<file path="src/design/servo_keyframe_sequencer_unit_defines.svh">
// assertion macros used by the servo keyframe sequencer unit
`ifndef SERVO_KEYFRAME_SEQUENCER_UNIT_DEFINES_SVH
`define SERVO_KEYFRAME_SEQUENCER_UNIT_DEFINES_SVH

// implication checked on every clock edge outside reset
`define SKS_ASSERT_IMP(label, ante, cons) \
	label: assert property (@(posedge clk) disable iff (!arst_n) (ante) |-> (cons)) \
		else $error("sks check failed");

// implication whose consequent is checked in the cycle after the antecedent
`define SKS_ASSERT_NEXT(label, ante, cons) \
	label: assert property (@(posedge clk) disable iff (!arst_n) (ante) |=> (cons)) \
		else $error("sks check failed");

`endif

</file>
<file path="src/design/sks_pkg.sv">
// ----------------------------------------------------------------------------
// sks_pkg
// shared types and constants of the servo keyframe sequencer
// ----------------------------------------------------------------------------
`default_nettype none
package sks_pkg;
	localparam int NUM_MOTORS = 8;
	localparam int NUM_FRAMES = 16;
	localparam int MW = (NUM_MOTORS > 1) ? $clog2(NUM_MOTORS) : 1;
	localparam int FW = $clog2(NUM_FRAMES + 1);
	localparam int AW = (NUM_FRAMES * NUM_MOTORS > 1) ? $clog2(NUM_FRAMES * NUM_MOTORS) : 1;
	localparam int SLOT_W = (NUM_FRAMES > 1) ? $clog2(NUM_FRAMES) : 1;

	typedef enum logic [2:0] {
		CMD_STAGE  = 3'd0,
		CMD_COMMIT = 3'd1,
		CMD_START  = 3'd2,
		CMD_TICK   = 3'd3,
		CMD_HOME   = 3'd4
	} cmd_t;

	typedef enum logic [1:0] {
		REG_MIN = 2'd0,
		REG_MAX = 2'd1,
		REG_REP = 2'd2
	} reg_idx_t;

	typedef enum logic [2:0] {
		ST_IDLE,
		ST_COMMIT,
		ST_READ,
		ST_SWEEP,
		ST_FINISH,
		ST_OUT
	} state_t;

	typedef struct packed {
		logic       valid;
		logic [7:0] deg;
		logic [15:0] period;
	} kf_entry_t;

	// control broadcast to every cell
	typedef struct packed {
		logic       tick;
		logic       home;
		logic       stage;
		logic       commit;
		logic [2:0] motor;
	} cell_ctl_t;
endpackage
`default_nettype wire

</file>
<file path="src/design/sks_cell.sv">
// ----------------------------------------------------------------------------
// sks_cell
// one servo cell: staged entry, position and step time of a single motor
// ----------------------------------------------------------------------------
`default_nettype none
module sks_cell (
	input  wire logic                clk,
	input  wire logic                arst_n,
	input  wire logic                shift,
	input  wire sks_pkg::cell_ctl_t  ctl,
	input  wire logic [2:0]          my_idx,
	input  wire sks_pkg::kf_entry_t  stage_in,
	input  wire sks_pkg::kf_entry_t  frame_in,
	input  wire logic [7:0]          lo,
	input  wire logic [7:0]          hi,
	input  wire logic [31:0]         now_ms,
	input  wire logic                done_in,
	output sks_pkg::kf_entry_t       staged,
	output logic [7:0]               pos,
	output logic                     done_out
);
	import sks_pkg::*;

	kf_entry_t   staged_q;
	logic [7:0]  pos_q;
	logic [31:0] last_q;
	logic [7:0]  target;
	logic        elapsed;
	logic        at_target;

	always_comb begin
		if (frame_in.deg < lo)
			target = lo;
		else if (frame_in.deg > hi)
			target = hi;
		else
			target = frame_in.deg;
		at_target = pos_q == target;
		elapsed = (now_ms - last_q) >= {16'd0, frame_in.period};
	end

	assign done_out = done_in & (!frame_in.valid | at_target);
	assign staged = staged_q;
	assign pos = pos_q;

	always_ff @(posedge clk or negedge arst_n) begin
		if (!arst_n) begin
			staged_q <= '0;
			pos_q <= '0;
			last_q <= '0;
		end else begin
			if (ctl.stage && ctl.motor == my_idx)
				staged_q <= stage_in;
			else if (ctl.commit)
				staged_q.valid <= 1'b0;
			if (ctl.home)
				pos_q <= lo;
			else if (shift && ctl.tick && frame_in.valid && !at_target) begin
				if (frame_in.period == 16'd0) begin
					pos_q <= target;
				end else if (elapsed) begin
					last_q <= now_ms;
					pos_q <= (target > pos_q) ? pos_q + 8'd1 : pos_q - 8'd1;
				end
			end
		end
	end
endmodule
`default_nettype wire

</file>
<file path="config.mk">
export PLATFORM = sky130hd
export DESIGN_NAME = sks_cell
export DESIGN_NICKNAME = d
export VERILOG_FILES = /design/src/design/servo_keyframe_sequencer_unit_defines.svh /design/src/design/sks_pkg.sv /design/src/design/sks_cell.sv
export SDC_FILE = /design/constraint.sdc
export NUM_CORES = 1
export LEC_CHECK = 0
export ABC_AREA = 1
export BUFFER_PORTS_ARGS = -buffer_cell sky130_fd_sc_hd__buf_4
export CORE_UTILIZATION = 25
export CTS_BUF_LIST = sky130_fd_sc_hd__clkbuf_4
export DETAILED_ROUTE_END_ITERATION = 7
export PLACE_DENSITY_LB_ADDON = 0.15
export SLEW_MARGIN = 30
export SYNTH_ARGS = -nofsm -noshare
export SYNTH_HDL_FRONTEND = slang
export SYNTH_SLANG_ARGS = --single-unit
export TNS_END_PERCENT = 50
</file>
<file path="constraint.sdc">
create_clock -name clk -period 6.24 [get_ports clk]
set_clock_uncertainty 0.15 [all_clocks]
set_input_delay 0.624 -clock clk [delete_from_list [all_inputs] [get_ports clk]]
set_output_delay 0.624 -clock clk [all_outputs]
set_load 0.005 [all_outputs]
</file>
**Word level (Yosys, flattened, before mapping)**

Cells that the tools add are included.

- Register bits: 65
- Input port bits: 112
- Output and inout bits: 34
- Logic and storage cells: 39

- Add/sub/neg operators: 3
- Magnitude comparators: 4
- Equal/unequal tests: 2
- Muxes and demuxes: 9
- Bitwise gates (word level): 4
- Reduce and logical (&&, ||, !) cells: 12

Operator list:

| cell | number |
|---|---|
| two-way mux 8 bit | 7 |
| greater-or-equal comparator 32 x 16 -> 1 bit | 1 |
| subtractor 32 bit | 1 |
| greater-than comparator 8 bit | 2 |
| zero test 16 bit | 1 |
| adder 8 x 1 -> 8 bit, second input constant | 1 |
| equality test 8 bit | 1 |
| < comparator 8 bit | 1 |
| subtractor 8 x 1 -> 8 bit, second input constant | 1 |
| logical AND 1 bit | 4 |
| AND reduction 4 bit | 1 |
| nonzero test 2 bit | 2 |
| equality test 3 bit | 1 |
| nonzero test 3 bit | 1 |
| zero test 1 bit | 2 |
| two-way mux 1 bit | 2 |
| NOT 1 bit | 2 |
| AND reduction 2 bit | 1 |
| bitwise AND 1 bit | 1 |
| OR 1 bit | 1 |

**Depth between registers and ports, before layout**

Gate-level depths: netlist of the first run.

- Word-level depth: 9
- Mapped depth: 32
- Mapped depth without buffers: 32

**Least setup slack after synthesis of the first run**

Ideal clock, no wire load.

- Path kind: input to register
- From: input hi[3]
- To: register pos_q[5] (netlist: pos[5])
- Setup time: 0.118 ns
- Arrival: 4.089 ns
- Data required time: 5.972 ns
- Path slack: 1.883 ns
- Stages: 30
- Buffers on the path: 1
- Cells stage by stage: inv_1 -> ha_1 -> nand2_1 -> o21ai_0 -> nand2_1 -> nand2_1 -> nand2_1 -> inv_1 -> clkbuf_1 -> nand2_1 -> o211ai_1 -> o21ai_0 -> ha_1 -> nand2_1 -> o21ai_0 -> nand2_1 -> o211ai_1 -> nand2_1 -> ha_1 -> a21oi_1 -> nand2_1 -> nand2_1 -> nand2_1 -> a21oi_1 -> xor2_1 -> a22oi_1 -> nand2_1 -> inv_1 -> nand3_1 -> nand2_1

- Cells in the longest elaborated chain, start to end: 9
- Elaborated cells on any way between the ends: 14
- Classes of those cells: order compare (2); eq/ne (1); mux (7); reduce/logical (4)

RTL lines:

| item | line | source |
|---|---|---|
| from (decl) | sks_cell.sv:15 | `input wire logic [7:0] hi,` |
| greater-than comparator 8 bit | sks_cell.sv:34 | `else if (frame_in.deg > hi)` |
| two-way mux 8 bit (*) | sks_cell.sv:34 |  |
| two-way mux 8 bit (*) | sks_cell.sv:32 | `if (frame_in.deg < lo)` |
| greater-than comparator 8 bit | sks_cell.sv:63 | `pos_q <= (target > pos_q) ? pos_q + 8'd1 : pos_q - 8'd1;` |
| two-way mux 8 bit | sks_cell.sv:63 |  |
| two-way mux 8 bit | sks_cell.sv:61 | `end else if (elapsed) begin` |
| two-way mux 8 bit | sks_cell.sv:59 | `if (frame_in.period == 16'd0) begin` |
| two-way mux 8 bit | sks_cell.sv:58 | `else if (shift && ctl.tick && frame_in.valid && !at_target) begin` |
| two-way mux 8 bit | sks_cell.sv:56 | `if (ctl.home)` |
| to (signal assigned) | sks_cell.sv:57 | `pos_q <= lo;` |
| to (signal assigned) | sks_cell.sv:60 | `pos_q <= target;` |
| to (signal assigned) | sks_cell.sv:63 |  |
| to (decl) | sks_cell.sv:25 | `logic [7:0] pos_q;` |

Every way passes the cells marked *; elsewhere a longest branch is shown, timed or not. The select of a mux whose other input is x is not followed.
A chain may end at the register's enable or synchronous reset.

**Worst setup path in the final report of the first run**

- From: input frame_in[21] in the netlist's numbering
- To: register pos_q[5] (netlist: pos[5])

- Cells in the longest elaborated chain, start to end: 9
- Elaborated cells on any way between the ends: 15
- Classes of those cells: order compare (3); eq/ne (1); mux (7); reduce/logical (4)

RTL lines:

| item | line | source |
|---|---|---|
| from (decl) | sks_cell.sv:13 | `input wire sks_pkg::kf_entry_t frame_in,` |
| greater-than comparator 8 bit | sks_cell.sv:34 |  |
| two-way mux 8 bit | sks_cell.sv:34 |  |
| two-way mux 8 bit (*) | sks_cell.sv:32 |  |
| greater-than comparator 8 bit | sks_cell.sv:63 |  |
| two-way mux 8 bit | sks_cell.sv:63 |  |
| two-way mux 8 bit | sks_cell.sv:61 |  |
| two-way mux 8 bit | sks_cell.sv:59 |  |
| two-way mux 8 bit | sks_cell.sv:58 |  |
| two-way mux 8 bit | sks_cell.sv:56 |  |

Marks and branches as above.

==> reports/summary.md, run 1 <==
The flow ran to the end, and the final reports show no timing, DRC or antenna violations. The share of flip-flops with an asynchronous set or reset came out at 100%. The detailed router's first-iteration violation count was 286. Across every metal layer, demand over resource in global routing totals 14.6%. For the worst setup path, the data required time is 6.44 ns. TritonCTS built the clock tree. Setup repair after global routing left no endpoint under its margin.

The logs give 0 for the number of failing setup endpoints in the final timing report and 1107 for the instance count of the mapped netlist. The number of buffers created by CTS is 9. In this run, synthesis produced a sequential element count of 65. Sorting the synthesized cells by area gives the leading types as sky130_fd_sc_hd__dfrtp_1 (23%), sky130_fd_sc_hd__nand2_1 (20%), sky130_fd_sc_hd__ha_1 (13%). The starting density of the core was 25.6%; the area of the mapped netlist was 7140 sq um. Among all flip-flop cells after synthesis, the most frequent one is sky130_fd_sc_hd__dfrtp_1.

The post-route setup TNS is 0 ns, and the number of antenna violations at the first check in global routing is 1. After synthesis, flip-flops and latches occupy 22.8% of the total area. Summed over its instances, the top area cell type makes up 22.8% of the synthesized netlist area. In this run the worst path has a maximum fanout of 14. Share of layout cells above drive strength 1: 21.1%.

After clock tree synthesis, the flow added hold-fix buffers numbering 0. By count the netlist is led by sky130_fd_sc_hd__nand2_1 (375), sky130_fd_sc_hd__inv_1 (211), sky130_fd_sc_hd__ha_1 (77), sky130_fd_sc_hd__nand3_1 (75), sky130_fd_sc_hd__dfrtp_1 (65). Hold timing on the final database bottoms out at a slack of 0.000309 ns. The floorplan has 61 rows. Clock-pin slew was measured on the worst setup and hold paths at 0.14 ns. The setup path with the least slack is of type input pin to register. The final count of pins violating max slew came out at 0. The nature of the critical path startpoint was an input pin.

The tools report the area of the core as 27900 sq um. The die span in y is 171 microns, and the final routed wirelength across all metal layers is 20800 microns. In this run, post-CTS repair resized a total of 0 instances. The maximum root-to-sink buffer count came out at 2. Relative to the synthesized area, the layout overhead comes to 23.0%.

The number of global-route vias before repair came out at 6502. For this run the aggregate overflow at the end of global routing stands at 0. The total number of yosys warnings came out at 0. CTS saw 65 sinks. The tools report the residual DRC count as 0.

The count of nets left with antenna violations after detail routing was 0; the count of flip-flops with a built-in enable after synthesis was 0. The post-placement cell area came out at 8630 sq um. The cell area after layout is 8780 sq um, and the normalized max-slew margin is 54.2%.

The run gives 0.227 GHz as the fmax. The power per unit of standard cell area was 296 nW/um^2; the utilization after layout was 31.4%. Input and output buffers added on the ports amount to 145. The die outline width was 171 microns; the total number of vias was 6907.

Before antenna repair, the detailed router went through 5 iterations. The insertion delay of the later-clocked pin in the worst-skew pair was 0.46 ns. Entering global routing, the biggest net connects 66 pins.

146 I/O pins were placed. Detailed placement finished with a half-perimeter wire length of 17300 microns. The first global-routing pass estimated 33400 microns of wire.

The analysis attributes to cell leakage a power of 5.04 nW. The number of H-tree branching levels is 3, and the count of maximum capacitance violations is 0. Class of the worst hold path: input pin to async pin.

The run gives 45 as the count of cell types in the netlist. The top cell type by total area after synthesis is sky130_fd_sc_hd__dfrtp_1. The clock period could shrink to 4.41 ns. The final count of hold timing violations came out at 0.

In the post-synthesis netlist, the cell with the most instances is sky130_fd_sc_hd__nand2_1. The die area was 29200 sq um. The tools report the cell at the root of the clock tree as sky130_fd_sc_hd__clkbuf_4. The post-synthesis area per instance is 6.45 sq um, and the maximum vdd drop is 0.116 mV. The number of nets handed over by synthesis was 1298. After the last flow step, the layout net total stands at 1444.

In the final routed layout, each cell accounts on average for 12.7 microns. The fraction of the cycle the final worst path needs came out at 70.6%. After detailed routing, the number of vias per cell comes to 4.22. Routability-driven placement finished with a final weighted congestion of 0.841.

At the pin with the least slew margin, the transition time is 0.685 ns. Buffers added to address setup during post-CTS repair amount to 0. Critical path capture point type: a register. Data on the critical path arrives at its endpoint at 4.61 ns.
-- routing by layer --
metal  global-route usage (%)  share of wire [%]
met4                     3.57               0.89
met5                        0                  0
met2                     23.2                 43
met3                     2.41                3.7
met1                     20.4                 52
-- metrics by stage --
stage,cells,power [mW],setup slack [ns]
after floorplan,1107,1.78,1.88
after global placement,1620,2.28,1.46
after detailed placement,1620,2.29,1.38
after CTS,1636,2.64,1.89
after global routing,1637,2.89,1.37
final,1637,2.60,1.83
-- final timing paths --
| check | slack, ns | cells past startpoint | from | end |
|---|---|---|---|---|
| hold reg to reg | 0.34 | 2 | last_q[1] | last_q[1] |
| setup / recovery | 1.83 | 28 | frame_in[21] | pos[5] |
| hold / removal | 0.0003 | 1 | arst_n | last_q[20] |
| setup reg to reg | 1.98 | 24 | last_q[0] | last_q[29] |
| max in group asynchronous | 5.46 | 1 | arst_n | pos[7] |
| min in group clk | 0.22 | 2 | stage_in[14] | staged[14] |
-- worst max-delay path, stage by stage --
cell and delay (ns):
sky130_fd_sc_hd__buf_4 0.12, sky130_fd_sc_hd__ha_1 0.31, sky130_fd_sc_hd__a21oi_1 0.14, sky130_fd_sc_hd__nor2_1 0.05
sky130_fd_sc_hd__a211oi_1 0.17, sky130_fd_sc_hd__nand2_1 0.07, sky130_fd_sc_hd__nand2_1 0.09, sky130_fd_sc_hd__inv_1 0.18
sky130_fd_sc_hd__o211ai_1 0.22, sky130_fd_sc_hd__o21ai_0 0.16, sky130_fd_sc_hd__ha_1 0.32, sky130_fd_sc_hd__nand2_1 0.07
sky130_fd_sc_hd__o21ai_0 0.16, sky130_fd_sc_hd__nand2_1 0.07, sky130_fd_sc_hd__o211ai_1 0.10, sky130_fd_sc_hd__nand2_1 0.28
sky130_fd_sc_hd__ha_1 0.43, sky130_fd_sc_hd__a21oi_1 0.14, sky130_fd_sc_hd__nand2_1 0.09, sky130_fd_sc_hd__nand2_1 0.08
sky130_fd_sc_hd__nand2_1 0.06, sky130_fd_sc_hd__a21oi_1 0.16, sky130_fd_sc_hd__xor2_1 0.18, sky130_fd_sc_hd__a22oi_1 0.08
sky130_fd_sc_hd__nand2_1 0.08, sky130_fd_sc_hd__inv_1 0.04, sky130_fd_sc_hd__nand3_1 0.07, sky130_fd_sc_hd__nand2_1 0.06
-- registers in the layout (all words and copies together), names as in the netlist --
register,flops
pos,8
staged,25
last_q,32
-- placed cells by master (no fill, tap or decap), types with 11 or more instances in the layout --
cell type / netlist / layout
sky130_fd_sc_hd__nor2_1: 59 / 58
sky130_fd_sc_hd__mux2_2: 24 / 24
sky130_fd_sc_hd__a21oi_1: 38 / 38
sky130_fd_sc_hd__nor2_2: 11 / 12
sky130_fd_sc_hd__ha_1: 77 / 77
sky130_fd_sc_hd__nand3_1: 75 / 75
sky130_fd_sc_hd__buf_4: 0 / 147
sky130_fd_sc_hd__nand2_2: 43 / 43
sky130_fd_sc_hd__o21ai_0: 11 / 11
sky130_fd_sc_hd__xor2_1: 17 / 17
sky130_fd_sc_hd__dfrtp_1: 65 / 65
sky130_fd_sc_hd__nand2_1: 375 / 375
sky130_fd_sc_hd__inv_1: 211 / 211
sky130_fd_sc_hd__nand4_1: 17 / 17
-- cell families (layout without fill, tap and decap cells) --
| logic type | count (synthesis) | in the layout | share of synthesized area (%) |
|---|---|---|---|
| and+or+nand+nor | 609 | 609 | 37.7 |
| buffers and inverters | 235 | 386 | 13.1 |
| adders and majority gates | 79 | 79 | 14.1 |
| AOI/OAI and AO/OA | 73 | 73 | 5.90 |
| DFF | 65 | 65 | 22.8 |
| muxes | 24 | 24 | 3.78 |
| xor gates and xnor gates | 22 | 22 | 2.70 |
| other | 0 | 1 | 0 |
-- cell type report --
cell class	instances	area (sq um)
Clock inverter	7	83.8
Clock buffer	9	67.6
Inverter	222	835
Sequential cell	65	1630
Multi-Input combinational cell	807	4580
Tap cell	378	473
Fill cell	3182	19100
Timing Repair Buffer	148	1110
Antenna cell	1	2.50
-- power breakdown --
part	internal (mW)	leakage (nW)	switching, mW	total [mW]
Sequential	0.541	0.801	0.0963	0.637
Combinational	0.692	4.16	0.935	1.63
Clock	0.130	0.0795	0.204	0.333
Total	1.36	5.04	1.24	2.60
(Power assumes the default switching activity.)
==> run 2: changes to the inputs <==
- ABC_AREA: 1 -> 0
- clock period: 6.24 -> 4.2 ns (I/O delays scaled with it)
==> reports/summary.md, run 2 <==
The routability congestion estimate from global placement was 0.805; the worst endpoint data arrival time was 5.11 ns. For the pin with the worst max-slew slack, the measured transition is 0.676 ns. When the netlist entered floorplanning its net count stood at 887.

146 I/O pins were placed. In this run the critical register-to-register path is captured at pos[6]. The flow ran to the end, but the final reports show violations. By count the netlist is led by sky130_fd_sc_hd__inv_1 (80), sky130_fd_sc_hd__ha_1 (77), sky130_fd_sc_hd__dfrtp_1 (65), sky130_fd_sc_hd__a21oi_1 (49), sky130_fd_sc_hd__nand2_1 (45). The cell sitting at the root of the clock tree is a sky130_fd_sc_hd__clkbuf_4. In this run the static leakage power is 4.73 nW. Top cell type by total area after synthesis: sky130_fd_sc_hd__dfrtp_1. The insertion delay of the later-clocked pin in the worst-skew pair was 0.45 ns; the number of rows created at floorplan was 57.

The number of failing setup endpoints in the final timing report is 40. The critical path is of the register to register type. The signed area change from the synthesized netlist to the final layout came out at 52.2%.

STA puts the critical path data required time at 4.39 ns. The die outline width works out to 161 microns. The clock sink count is 65, and the number of antenna violations at the first check in global routing is 1. The setup slack on the worst flop-to-flop path is -0.72 ns. In the routed layout, each cell is associated on average with a via count of 4.59. Adding up every negative setup slack in the final design gives -27.74 ns. The die area is 26000 sq um, and the synthesis-stage register bit count is 65.

The flip-flop count of the largest register after layout was 32; the final count of pins violating max slew was 0. The clock tree synthesis step divided the H-tree into 3 levels. Measured against its own limit, the worst slew margin works out to 55.0%. The tools report the remaining global-route overflow as 0.

The overall global routing resource usage is 15.5%, and the power per unit of standard cell area is 475 nW/um^2. The worst setup path is launched from a register. The share of layout cells above drive strength 1 was 42.2%; the count of filler cells inserted in the layout was 2515. The run gives 6435 as the number of global-route vias before repair.

The routed design could run at a clock period as short as 4.92 ns. Yosys mapped a number of flops with a built-in enable equal to 0. For this block, the routed nets add up to 19400 microns of wire. Once detail routing completed, the nets flagged for antenna violations numbered 0.

After clock tree synthesis, the clock-pin slew on the worst setup and hold paths is 0.14 ns. Max-cap violations in this run came to 0. TritonCTS built the clock tree. Ranked by total cell area, the synthesized netlist is headed by sky130_fd_sc_hd__dfrtp_1 (26%), sky130_fd_sc_hd__ha_1 (15%), sky130_fd_sc_hd__mux2_4 (7.6%). The most common library cell in the layout ignoring fill and taps is sky130_fd_sc_hd__buf_4. The count of TritonRoute iterations in the first routing pass was 4; the post-synthesis area per instance was 9.11 sq um. The die is 161 microns tall. Of all nets on the critical path, the largest fanout is 6. The top cell types in the final layout, fill and taps aside, are sky130_fd_sc_hd__buf_4 (293), sky130_fd_sc_hd__inv_1 (75), sky130_fd_sc_hd__ha_1 (71).

The top cell type's share of synthesized area works out to 25.7%. The pin count of the biggest net entering global routing is 66. For the worst flop-to-flop path, the logic depth is 25. The worst hold path was traced through 2 stages. The initial utilization of the core area, before any placement, comes to 25.8%. Dividing the detail-routed wire length by the instance count gives 14.4 microns. Setup repair after global routing could not meet its margin everywhere. In this run the worst setup path terminates at pos[6]. Dividing the final minimum period by the clock period gives 117%. The detailed router's first-iteration violation count came out at 270. Total number of yosys warnings: 0.

Input and output buffers added on the ports amount to 145. The origin of the worst setup path was last_q[0]. Yosys instantiated no cell more often than sky130_fd_sc_hd__inv_1. In this run the deepest clock path goes through 2 buffers.

The min-delay analysis places its worst path in the category input pin to register. The final reports fail on negative setup slack. For this run, the register share of the synthesized area comes to 25.7%.

Among all flip-flop cells after synthesis, the most frequent one is sky130_fd_sc_hd__dfrtp_1. At the placement stage, the worst setup path has a slack of -1.05 ns. The logs give 64 for the count of cell types in the netlist and 0.203 GHz for the fmax.

Area of the mapped netlist: 6340 sq um. The core region is 24600 sq um. The beginning of the worst register-to-register path was last_q[0].

For the final count of hold timing violations, the log shows 0. The first global-routing pass estimated 32100 microns of wire. The number of clock buffers added by TritonCTS is 9. The half-perimeter wire length after detailed placement was 15400 microns; the worst setup slack after layout was -0.721 ns. VDD sags by at most 0.162 mV. For the total number of vias, the log shows 6163.

The worst setup path is captured at a register. The largest register by flop count is last_q. In the synthesized netlist the async set-or-reset flop fraction comes to 100%. For this run, design rule violations remaining after detail routing come to 0. The logs give 1205 for the number of nets in the layout and 696 for the instance count of the mapped netlist.
-- run 2: cell count changes after synthesis, moves of 18 or more --
cell                      change
sky130_fd_sc_hd__mux2_4      +32
sky130_fd_sc_hd__o21ai_0     +18
sky130_fd_sc_hd__nand3_1     -63
sky130_fd_sc_hd__nand2_2     -43
sky130_fd_sc_hd__nand2_1    -330
sky130_fd_sc_hd__inv_1      -131
-- run 2: stage by stage --
stage / util [%] / hold WS, ns / std cells / power [mW] / instance area, sq um
2_1_floorplan: - / -0.0256 / 696 / 2.70 / 6470
4_1_cts: 38.9 / 0.00140 / 1341 / 4.62 / 9570
3_5_place_dp: 36.0 / 0.342 / 1278 / 3.90 / 8860
3_3_place_gp: 36.0 / 0.339 / 1278 / 3.89 / 8860
6_report: 39.2 / 0.0505 / 1344 / 4.58 / 9640
5_1_grt: 39.2 / 0.000168 / 1344 / 5.04 / 9640
-- run 2: metal layers --
metal | global-route usage [%] | up-vias | share of wire [%]
met2 | 25.6 | 133 | 46
li1 | - | 3164 | -
met3 | 2.47 | 19 | 3.7
met4 | 4.89 | 0 | 1.8
met5 | 0 | - | 0
met1 | 20.6 | 2847 | 49
-- run 2: worst min path at each step --
| stage | from | to | slack (ns) |
|---|---|---|---|
| finish | now_ms[22] | last_q[22] | 0.05 |
| global route | now_ms[23] | last_q[23] | 0.0002 |
| CTS | stage_in[17] | staged[17] | 0.001 |
| detailed placement | last_q[27] | last_q[27] | 0.34 |
| global placement | staged[16] | staged[16] | 0.34 |
| floorplan | arst_n | last_q[0] | -0.03 |
-- run 2: kinds of logic (layout without fill, tap and decap cells) --
kind of cell	Yosys count	after routing	synth area share (%)
AOI/OAI and AO/OA	180	180	19.7
xor gates and xnor gates	30	30	4.15
adders and majority gates	79	79	15.8
buffers and inverters	99	422	6.50
DFF	65	65	25.7
muxes	72	72	14.4
other	0	1	0
and+or+nand+nor	171	171	13.7
-- run 2: worst max-delay path: stages, from the launching register on --
cell and delay (ns):
sky130_fd_sc_hd__dfrtp_1 0.41, sky130_fd_sc_hd__ha_4 0.14, sky130_fd_sc_hd__inv_2 0.03, sky130_fd_sc_hd__fa_2 0.33, sky130_fd_sc_hd__a21o_1 0.21, sky130_fd_sc_hd__a221oi_4 0.35, sky130_fd_sc_hd__nor2b_1 0.13, sky130_fd_sc_hd__buf_4 0.15
sky130_fd_sc_hd__buf_4 0.12, sky130_fd_sc_hd__buf_4 0.12, sky130_fd_sc_hd__buf_4 0.12, sky130_fd_sc_hd__buf_4 0.12, sky130_fd_sc_hd__buf_4 0.12, sky130_fd_sc_hd__buf_4 0.12, sky130_fd_sc_hd__buf_4 0.12, sky130_fd_sc_hd__buf_4 0.12
sky130_fd_sc_hd__buf_4 0.12, sky130_fd_sc_hd__a2bb2oi_2 0.14, sky130_fd_sc_hd__nand3b_1 0.11, sky130_fd_sc_hd__a2111oi_2 0.36, sky130_fd_sc_hd__nand4_1 0.26, sky130_fd_sc_hd__buf_4 0.22, sky130_fd_sc_hd__nor4_4 0.30, sky130_fd_sc_hd__o21bai_1 0.13
sky130_fd_sc_hd__buf_4 0.19, sky130_fd_sc_hd__mux2i_1 0.12
-- run 2: cell type report --
class | count | area, sq um | share of cell area (%)
multi-input cells | 532 | 4570 | 47.4
clock buffers | 9 | 67.6 | 0.701
well taps | 324 | 405 | 4.20
inverters | 80 | 325 | 3.37
clock inverters | 7 | 77.6 | 0.804
flip-flops and latches | 65 | 1630 | 16.9
repair buffers | 326 | 2560 | 26.6
diodes | 1 | 2.50 | 0.0259
-- run 2: what timing repair did --
item | CTS | global route
endpoints found under the setup margin | 40 | 40
pin swaps | 13 | 8
endpoints found under the hold margin | 88 | 2
hold buffers | 24 | 2
buffers inserted | 23 | 0
gates resized for setup | 30 | 9
-- run 2: where the power goes --
| group | switching (mW) | total [mW] | internal, mW |
|---|---|---|---|
| combinational | 1.44 | 3.16 | 1.72 |
| sequential | 0.121 | 0.936 | 0.815 |
| clock | 0.299 | 0.485 | 0.186 |
| total | 1.86 | 4.58 | 2.72 |
